### src/design/dual_hash_64_lookup2_djb2_unit_defines.svh
// assertion macros for the dual lookup2 / djb2 hash unit
`ifndef DUAL_HASH_64_LOOKUP2_DJB2_UNIT_DEFINES_SVH
`define DUAL_HASH_64_LOOKUP2_DJB2_UNIT_DEFINES_SVH

// same-cycle implication, checked out of reset
`define DHL_ASSERT_IMPLY(name, ante, cons, msg) \
name: assert property (@(posedge clk) disable iff (!arst_n) (ante) |-> (cons)) \
	else $error(msg);

// next-cycle implication, checked out of reset
`define DHL_ASSERT_NEXT(name, ante, cons, msg) \
name: assert property (@(posedge clk) disable iff (!arst_n) (ante) |=> (cons)) \
	else $error(msg);

`endif

### src/design/dhl_pkg.sv
// types, constants and mix round function shared by the hash unit
package dhl_pkg;

	localparam logic [31:0] GOLDEN   = 32'h9e3779b9;
	localparam logic [31:0] C_INIT   = 32'h000a8396;
	localparam logic [31:0] DJB_INIT = 32'h00001505;

	// bytes held before the twelfth byte of a block closes it
	localparam int BLOCK_HELD = 11;
	localparam logic [3:0] POS_FULL = 4'd11;

	localparam int MIX_ROUNDS = 9;
	localparam int unsigned MIX_SHIFT [0:MIX_ROUNDS-1] = '{13, 8, 13, 12, 16, 5, 3, 10, 15};

	typedef enum logic [1:0] {
		MIX_A,
		MIX_B,
		MIX_C
	} mix_role_t;

	typedef struct packed {
		logic        vld;
		logic        fin;
		logic [31:0] a;
		logic [31:0] b;
		logic [31:0] c;
		logic [31:0] djb;
	} mix_tok_t;

	// one round of the lookup2 mix: updates a single word
	function automatic mix_tok_t mix_round(input mix_tok_t t, input mix_role_t role,
			input int unsigned sh);
		mix_tok_t r;
		r = t;
		case (role)
			MIX_A: r.a = (t.a - t.b - t.c) ^ (t.c >> sh);
			MIX_B: r.b = (t.b - t.c - t.a) ^ (t.a << sh);
			default: r.c = (t.c - t.a - t.b) ^ (t.b >> sh);
		endcase
		return r;
	endfunction

endpackage

### src/design/dhl_mix_pipe.sv
// lookup2 mix pipeline: an issue register, then nine stages of one round each
module dhl_mix_pipe (
	input  logic                       clk,
	input  logic                       arst_n,
	input  logic                       adv,
	input  dhl_pkg::mix_tok_t          issue_tok,
	output dhl_pkg::mix_tok_t          exit_tok,
	output logic [dhl_pkg::MIX_ROUNDS:0] blk_map
);

	dhl_pkg::mix_tok_t tok_s [0:dhl_pkg::MIX_ROUNDS];

	always_ff @(posedge clk or negedge arst_n) begin
		if (!arst_n) begin
			tok_s[0] <= '0;
		end else if (adv) begin
			tok_s[0] <= issue_tok;
		end
	end

	for (genvar k = 1; k <= dhl_pkg::MIX_ROUNDS; k++) begin : g_round
		localparam dhl_pkg::mix_role_t ROLE = dhl_pkg::mix_role_t'((k - 1) % 3);

		always_ff @(posedge clk or negedge arst_n) begin
			if (!arst_n) begin
				tok_s[k] <= '0;
			end else if (adv) begin
				tok_s[k] <= dhl_pkg::mix_round(tok_s[k-1], ROLE, dhl_pkg::MIX_SHIFT[k-1]);
			end
		end
	end

	always_comb begin
		for (int k = 0; k <= dhl_pkg::MIX_ROUNDS; k++) begin
			blk_map[k] = tok_s[k].vld && !tok_s[k].fin;
		end
	end

	assign exit_tok = tok_s[dhl_pkg::MIX_ROUNDS];

endmodule

### src/design/dhl_absorb.sv
// input register, byte absorption and block / final mix issue
module dhl_absorb (
	input  logic              clk,
	input  logic              arst_n,
	input  logic [7:0]        data_byte,
	input  logic              byte_valid,
	input  logic              last,
	input  logic              item_valid,
	output logic              item_stall,
	input  logic              adv,
	input  dhl_pkg::mix_tok_t wb_tok,
	output dhl_pkg::mix_tok_t issue_tok,
	output logic              mix_pend
);

	logic        vld_s1;
	logic [7:0]  byte_s1;
	logic        bvld_s1;
	logic        last_s1;

	logic        byte_done_q;
	logic        mix_pend_q;
	logic [31:0] a_q;
	logic [31:0] b_q;
	logic [31:0] c_q;
	logic [31:0] djb_q;
	logic [31:0] cnt_q;
	logic [3:0]  pos_q;
	logic [7:0]  held_q [0:dhl_pkg::BLOCK_HELD-1];

	logic        byte_part;
	logic        full_blk;
	logic        fin_ok;
	logic        proc;
	logic        store;
	logic        take_blk;
	logic        fire_fin;
	logic        done;
	logic        absorb;
	logic        wb_take;
	logic        accept;
	logic [31:0] djb_nx;
	logic [31:0] cnt_nx;
	logic [3:0]  n_tail;
	logic [7:0]  bb [0:dhl_pkg::BLOCK_HELD-1];
	logic [7:0]  tb [0:dhl_pkg::BLOCK_HELD-1];
	logic [31:0] wa;
	logic [31:0] wb;
	logic [31:0] wc;

	assign byte_part = bvld_s1 && !byte_done_q;
	assign full_blk  = byte_part && (pos_q == dhl_pkg::POS_FULL);
	assign fin_ok    = !full_blk && !mix_pend_q;
	assign proc      = vld_s1 && adv;
	assign store     = proc && byte_part && !full_blk;
	assign take_blk  = proc && full_blk && !mix_pend_q;
	assign fire_fin  = proc && last_s1 && fin_ok;
	assign done      = proc && (last_s1 ? fin_ok : (!full_blk || !mix_pend_q));
	assign absorb    = store || take_blk;
	assign wb_take   = adv && wb_tok.vld && !wb_tok.fin;

	assign item_stall = vld_s1 && !done;
	assign accept     = item_valid && !item_stall;

	// state as it stands once the byte of this request is taken in
	assign djb_nx = absorb ? ((djb_q << 5) + djb_q + {24'h0, byte_s1}) : djb_q;
	assign cnt_nx = cnt_q + {31'h0, absorb};
	assign n_tail = pos_q + {3'h0, store};

	always_comb begin
		for (int i = 0; i < dhl_pkg::BLOCK_HELD; i++) begin
			bb[i] = (store && pos_q == 4'(i)) ? byte_s1 : held_q[i];
			tb[i] = (4'(i) < n_tail) ? bb[i] : 8'h00;
		end
	end

	always_comb begin
		if (fire_fin) begin
			wa = {tb[3], tb[2], tb[1], tb[0]};
			wb = {tb[7], tb[6], tb[5], tb[4]};
			// tail of c starts at its second byte
			wc = {tb[10], tb[9], tb[8], 8'h00} + cnt_nx;
		end else begin
			wa = {held_q[3], held_q[2], held_q[1], held_q[0]};
			wb = {held_q[7], held_q[6], held_q[5], held_q[4]};
			wc = {byte_s1, held_q[10], held_q[9], held_q[8]};
		end
	end

	always_comb begin
		issue_tok.vld = take_blk || fire_fin;
		issue_tok.fin = fire_fin;
		issue_tok.a   = a_q + wa;
		issue_tok.b   = b_q + wb;
		issue_tok.c   = c_q + wc;
		issue_tok.djb = djb_nx;
	end

	assign mix_pend = mix_pend_q;

	always_ff @(posedge clk or negedge arst_n) begin
		if (!arst_n) begin
			vld_s1 <= 1'b0;
		end else if (accept) begin
			vld_s1 <= 1'b1;
		end else if (done) begin
			vld_s1 <= 1'b0;
		end
	end

	always_ff @(posedge clk) begin
		if (accept) begin
			byte_s1 <= data_byte;
			bvld_s1 <= byte_valid;
			last_s1 <= last;
		end
	end

	always_ff @(posedge clk) begin
		if (store) begin
			held_q[pos_q] <= byte_s1;
		end
	end

	always_ff @(posedge clk or negedge arst_n) begin
		if (!arst_n) begin
			byte_done_q <= 1'b0;
			mix_pend_q  <= 1'b0;
			a_q         <= dhl_pkg::GOLDEN;
			b_q         <= dhl_pkg::GOLDEN;
			c_q         <= dhl_pkg::C_INIT;
			djb_q       <= dhl_pkg::DJB_INIT;
			cnt_q       <= '0;
			pos_q       <= '0;
		end else begin
			if (done) begin
				byte_done_q <= 1'b0;
			end else if (absorb) begin
				byte_done_q <= 1'b1;
			end

			if (take_blk) begin
				mix_pend_q <= 1'b1;
			end else if (wb_take) begin
				mix_pend_q <= 1'b0;
			end

			if (wb_take) begin
				a_q <= wb_tok.a;
				b_q <= wb_tok.b;
				c_q <= wb_tok.c;
			end else if (fire_fin) begin
				a_q <= dhl_pkg::GOLDEN;
				b_q <= dhl_pkg::GOLDEN;
				c_q <= dhl_pkg::C_INIT;
			end

			if (fire_fin) begin
				djb_q <= dhl_pkg::DJB_INIT;
				cnt_q <= '0;
				pos_q <= '0;
			end else if (take_blk) begin
				djb_q <= djb_nx;
				cnt_q <= cnt_nx;
				pos_q <= '0;
			end else if (store) begin
				djb_q <= djb_nx;
				cnt_q <= cnt_nx;
				pos_q <= n_tail;
			end
		end
	end

endmodule

### src/design/dual_hash_64_lookup2_djb2_unit.sv
// top level: dual lookup2 / djb2 message hash with output register
// path: a message end passes the input register, the mix issue register, the nine mix
// stages and the output register to hash_valid; one just after a full 12-byte block
// first waits for that block's mix; throughput: one request per cycle from the single
// absorb stage when not stalled; a message end that waits on a block mix holds the input
// reset: arst_n clears all control and restarts the hash state at its initial values
`include "dual_hash_64_lookup2_djb2_unit_defines.svh"

module dual_hash_64_lookup2_djb2_unit (
	input  logic        clk,
	input  logic        arst_n,
	input  logic [7:0]  data_byte,
	input  logic        byte_valid,
	input  logic        last,
	input  logic        item_valid,
	output logic        item_stall,
	output logic [63:0] hash_value,
	output logic        hash_valid,
	input  logic        hash_stall
);

	dhl_pkg::mix_tok_t             issue_tok;
	dhl_pkg::mix_tok_t             exit_tok;
	logic [dhl_pkg::MIX_ROUNDS:0]  blk_map;
	logic                          mix_pend;
	logic                          adv;
	logic                          fin_out;
	logic                          hash_valid_q;
	logic [63:0]                   hash_q;

	// a finished hash waiting on a stalled output freezes the mixer
	assign fin_out = exit_tok.vld && exit_tok.fin;
	assign adv     = !(fin_out && hash_valid_q && hash_stall);

	dhl_absorb u_absorb (
		.clk        (clk),
		.arst_n     (arst_n),
		.data_byte  (data_byte),
		.byte_valid (byte_valid),
		.last       (last),
		.item_valid (item_valid),
		.item_stall (item_stall),
		.adv        (adv),
		.wb_tok     (exit_tok),
		.issue_tok  (issue_tok),
		.mix_pend   (mix_pend)
	);

	dhl_mix_pipe u_mix_pipe (
		.clk       (clk),
		.arst_n    (arst_n),
		.adv       (adv),
		.issue_tok (issue_tok),
		.exit_tok  (exit_tok),
		.blk_map   (blk_map)
	);

	always_ff @(posedge clk or negedge arst_n) begin
		if (!arst_n) begin
			hash_valid_q <= 1'b0;
		end else if (fin_out && adv) begin
			hash_valid_q <= 1'b1;
		end else if (!hash_stall) begin
			hash_valid_q <= 1'b0;
		end
	end

	always_ff @(posedge clk) begin
		if (fin_out && adv) begin
			hash_q <= {exit_tok.djb, exit_tok.c};
		end
	end

	assign hash_valid = hash_valid_q;
	assign hash_value = hash_q;

	`DHL_ASSERT_IMPLY(a_blk_single, 1'b1, $countones(blk_map) <= 1, "two block mixes in flight")
	`DHL_ASSERT_IMPLY(a_pend_track, 1'b1, mix_pend == (blk_map != '0), "pend flag lost track")
	`DHL_ASSERT_IMPLY(a_fin_order, issue_tok.fin, !mix_pend, "final mix ahead of block mix")
	`DHL_ASSERT_NEXT(a_hold_keep, !adv, hash_valid && fin_out, "held result dropped")

endmodule

### config.mk
export PLATFORM = sky130hd
export DESIGN_NAME = dual_hash_64_lookup2_djb2_unit
export DESIGN_NICKNAME = d
export VERILOG_FILES = /design/src/design/dhl_pkg.sv /design/src/design/dhl_mix_pipe.sv /design/src/design/dhl_absorb.sv /design/src/design/dual_hash_64_lookup2_djb2_unit.sv
export VERILOG_INCLUDE_DIRS = /design/src /design/src/design
export SDC_FILE = /design/constraint.sdc
export NUM_CORES = 2
export LEC_CHECK = 0
export ABC_AREA = 1
export BUFFER_PORTS_ARGS = -buffer_cell sky130_fd_sc_hd__buf_2
export CORE_AREA = 2 2 677 477
export CTS_BUF_LIST = sky130_fd_sc_hd__clkbuf_4
export DETAILED_ROUTE_END_ITERATION = 8
export DIE_AREA = 0 0 679 479
export GPL_TIMING_DRIVEN = 0
export SYNTH_ARGS = -nofsm -noshare
export SYNTH_HDL_FRONTEND = slang
export SYNTH_HIERARCHICAL = 1
export SYNTH_SLANG_ARGS = --single-unit
### constraint.sdc
create_clock -name clk -period 5.1 [get_ports clk]
set_input_delay 0.51 -clock clk [delete_from_list [all_inputs] [get_ports clk]]
set_output_delay 0.51 -clock clk [all_outputs]
set_load 0.01 [all_outputs]
=== Yosys cells after proc, flatten, opt, wreduce, memory -nomap -nowiden ===
Memories as Yosys holds them, arrays and structs flattened.
Cells that the tools add are included.

* Order comparisons: 11
* Bitwise gates (word level): 9
* Muxes and demuxes: 51
* Add/subtract/negate cells: 26
* Reduce and logical (&&, ||, !) cells: 46
* Equal/unequal tests: 12

{| class="wikitable"
|+ Operators by type and width
! cell !! number
|-
| subtractor 32 bit || 18
|-
| 2-to-1 mux 32 bit || 15
|-
| 2-to-1 mux 8 bit || 22
|-
| adder 32 bit || 5
|-
| bitwise XOR 32 bit || 3
|-
| bitwise XOR 32 x 19 -> 32 bit || 2
|-
| adder 32 x 1 -> 32 bit || 1
|-
| adder 32 x 8 -> 32 bit || 1
|-
| bitwise XOR 32 x 17 -> 32 bit || 1
|-
| bitwise XOR 32 x 20 -> 32 bit || 1
|-
| bitwise XOR 32 x 27 -> 32 bit || 1
|-
| bitwise XOR 32 x 29 -> 32 bit || 1
|-
| logical AND 1 bit || 30
|-
| == test 4 x 3 -> 1 bit, second input constant || 4
|-
| == test 4 bit, second input constant || 4
|-
| less-than comparator 3 x 4 -> 1 bit, first input constant || 4
|-
| less-than comparator 4 bit, first input constant || 3
|-
| 2-to-1 mux 4 bit || 3
|-
| 2-to-1 mux 1 bit || 11
|-
| == test 4 x 2 -> 1 bit, second input constant || 2
|-
| less-than comparator 1 x 4 -> 1 bit, first input constant || 2
|-
| less-than comparator 2 x 4 -> 1 bit, first input constant || 2
|-
| nonzero test 2 bit || 4
|-
| zero test 1 bit || 7
|-
| 6 further kinds || 8
|}

* Word-level logic and storage cells: 230
* Bits of input ports: 14
* Memories kept: 1
* Output and inout port bits: 66
* Bits in registers: 1542
* RAM bits: 88

{| class="wikitable"
|+ Memory list
! memory !! depth !! bits a word !! read ports !! clocked after memory_dff !! wr ports !! line !! text
|-
| u_absorb.held_q || 11 || 8 || 11 || 0 || 1 || dhl_absorb.sv:29 || <nowiki>logic [7:0] held_q [0:dhl_pkg::BLOCK_HELD-1];</nowiki>
|}

=== Logic depth before layout (Yosys ltp) ===
* Depth in word-level cells: 13
* Gate-level depth with buffers: 44
* Mapped depth without buffers: 41

=== Cells and area by module ===
The synthesis kept the hierarchy.

{| class="wikitable"
|+ Modules (own cells, without submodules)
! module !! sequential area each (um^2) !! area each (um^2) !! times used !! cells an instance
|-
| dhl_mix_pipe || 32531.2 || 78959.5 || 1 || 10496
|-
| dhl_absorb || 7189.4 || 20796.2 || 1 || 2664
|-
| dual_hash_64_lookup2_djb2_unit || 1946.9 || 1980.6 || 1 || 72
|}

=== Worst setup path before layout ===
OpenSTA, ideal clock, no wires.

* Path kind: input to register
* Start point: input hash_stall
* End point: register u_mix_pipe/tok_s[1231] in the netlist's numbering
* Path buffers: 2
* Stages on the path: 40
* Setup time: 0.133 ns
* Arrival time: 5.531 ns
* Required time: 4.967 ns
* Setup slack: -0.564 ns
* Path through: nand2_2 -> inv_2 -> nand2_1 -> nand2_1 -> nor2_2 -> nand2_4 -> nand2_2 -> buf_6 -> buf_2 -> ha_1 -> ha_1 -> nand2_1 -> nor2_1 -> nand2_1 -> o21ai_0 -> nand2_1 -> inv_1 -> ha_1 -> [... 4 more ...] -> o21ai_1 -> nand2_1 -> nand2_1 -> a21boi_1 -> o21ai_0 -> a21o_1 -> nand2_1 -> nand3_1 -> o21ai_0 -> ha_1 -> a21oi_1 -> o21ai_0 -> a2111oi_0 -> nand2_1 -> nand2_1 -> nand2_1 -> nand2_1 -> o21ai_0

{| class="wikitable"
|+ RTL lines
! item !! line !! text
|-
| start: declaration || dual_hash_64_lookup2_djb2_unit.sv:19 || <nowiki>input logic hash_stall</nowiki>
|-
| end: declaration || dhl_mix_pipe.sv:11 || <nowiki>dhl_pkg::mix_tok_t tok_s [0:dhl_pkg::MIX_ROUNDS];</nowiki>
|}

==> results.json <==
{
  "maxCapViolCount": 0,
  "required_ns": 6.36,
  "ant_nets": 0,
  "dieArea_um2": 325000,
  "htreeDepth": 5,
  "final_hold_viol_count": 0,
  "dp_hpwl_um": 324000,
  "drtIter0Drc": 11000,
  "viasPerCell": 4.93,
  "max_freq_mhz": 177,
  "area_growth_pct": 13.8,
  "syn_inst": 13200,
  "wirelength_um": 404000,
  "antenna_found_initial": 45,
  "start_util_pct": 31.9,
  "critPathMaxStageDelay_ns": 1.24,
  "crit_arrival_ns": 6.91,
  "io_buffers": 79,
  "detail_route.first_pass.iterations": 8,
  "status": "complete, but fails checks",
  "cp_top_family": "simple AND/OR/NAND/NOR gates",
  "violations": "setup timing",
  "cts_root_buffer": "clkbuf_4",
  "grt_first_pass_wirelength_um": 577000,
  "maxSlewHeadroom_pct": 0.803,
  "worst_slack_ns": -0.546,
  "chipHeight_um": 479,
  "setup_viol": 12,
  "ys_warn_count": 6,
  "fin_crit_sh_pct": 111,
  "finClkSkew_ns": 0.175,
  "clk_path_buf_depth": 4,
  "cts_tree": "built",
  "cp_slowest_cell": "edfxtp_1",
  "period_needed_ns": 5.65,
  "fill_cells": 33800,
  "end_kind": "register",
  "rsz0062_at_grt": "true",
  "rows": 174,
  "postSynthAreaPerCell_um2": 7.69,
  "timing.hold.ws_ns": 0.268,
  "fin_nets": 14700,
  "gr-total-overflow": 0,
  "hp-class": "in -> async",
  "wl_per_cell_um": 22.0,
  "fp.dieW_um": 679,
  "numClockSinks": 1630,
  "core-area_um2": 319000,
  "cp_common_cell": "nand2_1",
  "grt_use_total_pct": 24.2,
  "drive_gt1_share_pct": 11.7,
  "ios": 80,
  "numCtsBuffers": 404,
  "slew_violations": 0,
  "grt_max_degree": 170,
  "crit_chain": "clkinv_2 -> a21oi_1 -> o21a_1 -> ha_4 -> nand2_1 -> nand2_2 -> a31oi_4 -> nand2_1 -> nand2_1 -> nand3_1 -> or2_2 -> nand3_1 -> o21ai_1 -> ha_1 -> nand2_2 -> nor2_4 -> nand2_4 -> o2111ai_4 -> a21o_1 -> nand3_2 -> nand2_2 -> nand2_1 -> nand2_1",
  "clock_latency_ns": 1.46,
  "cp_num_buf_inv": 1,
  "cp-start-kind": "register",
  "gp_congestion": 1.00,
  "synthesis.nets": 14000,
  "netlist_area_um2": 102000,
  "via_count": 90800,
  "clkTransAtPathRegs_ns": 0.08,
  "crit_type": "reg -> reg",
  "tightest_slew_ns": 1.49,
  "path_max_fanout": 15,
  "grt_pass1_vias": 82800,
  "drcViolationCount": 0
}
## area by class of cell
type,instances,area (um^2),share of cell area (%)
clock buffers,580,4350,3.76
multi-input cells,9009,50800,43.9
well taps,4224,5290,4.57
plain buffers,476,2870,2.48
repair buffers,262,2130,1.84
flip-flops and latches,1630,41700,36.0
clock inverters,103,681,0.588
inverters,2104,7920,6.84
diodes,19,47.5,0.0411
## path summary, 6_finish.rpt
path	slack, ns	cells past startpoint	end	from
setup / recovery	-0.55	23	u_mix_pipe/tok_s[1233]$_DFFE_PN0P_	u_absorb/byte_s1[6]$_DFFE_PP_
hold / removal	0.27	4	u_mix_pipe/tok_s[736]$_DFFE_PN0P_	arst_n
setup reg to reg	-0.55	23	u_mix_pipe/tok_s[1233]$_DFFE_PN0P_	u_absorb/byte_s1[6]$_DFFE_PP_
hold reg to reg	0.42	2	u_mix_pipe/tok_s[908]$_DFFE_PN0P_	u_mix_pipe/tok_s[1038]$_DFFE_PN0P_
max in group asynchronous	2.23	7	u_absorb/vld_s1$_DFFE_PN0P_	arst_n
min in group clk	0.28	6	hash_value[9]$_DFFE_PP_	hash_stall
## what timing repair did
action	CTS	global route
pin swaps	120	78
buffers inserted	127	24
gates resized for setup	239	120
hold buffers	27	0
setup endpoints to repair	71	54
hold endpoints to repair	445	0
## tightest hold or removal path, cell delays in order
cell and delay [ns]:
dlygate4sd3_1 0.51, dlygate4sd3_1 0.60, buf_12 0.17, buf_16 0.40
## cells in the final DEF (no fill, tap or decap), drive strengths merged, types with 54 or more instances in the layout
cell / instances
buf: 597
or2: 84
nor3: 94
nand2: 4599
xor2: 245
edfxtp: 162
fa: 281
nand4: 67
o21ai: 1075
nor2: 644
dfrtp: 1414
clkinv: 86
xnor2: 161
inv: 2110
clkbuf: 695
dfstp: 54
ha: 478
nand3: 567
a21oi: 355
## per-stage QoR
stage                     cell area, um^2  worst slack, ns  util (%)  instances  setup TNS [ns]
final                              116000           -0.546      36.3      18400           -4.54
after global routing               116000           -0.719      36.3      18400           -8.51
after CTS                          115000           -0.553      36.1      18400           -5.99
after detailed placement           108000            -2.32      33.8      17500          -70.64
after global placement             108000           -30.32      33.7      17500               -
after floorplan                    102000           0.0495         -      13200               0
## flip-flops by register name, summed over array words and instances, names as in the netlist
register and cells:
hash_value 64, u_absorb/b_q 32, u_absorb/a_q 32, u_absorb/mix_pend 1
u_absorb/byte_done_q 1, u_absorb/cnt_q 32, u_absorb/pos_q 4, u_absorb/held_q 88
u_absorb/c_q 32, hash_valid 1, u_absorb/last_s1 1, u_absorb/vld_s1 1
u_mix_pipe/exit_tok 130, u_absorb/byte_s1 8, u_mix_pipe/tok_s 1170, u_absorb/bvld_s1 1
u_absorb/djb_q 32
## routing by layer
metal / global-route usage (%) / up-vias / wire length, um
met2: 29.2 / 4110 / 141000
met4: 4.36 / 14 / 6480
met1: 38.3 / 43500 / 197000
met3: 10.7 / 385 / 58500
li1: - / 42700 / -
met5: 0.784 / - / 506
Power is left out: the tool's default activity adds up to more than one toggle a clock period on the data nets, which glitch-free logic cannot reach.
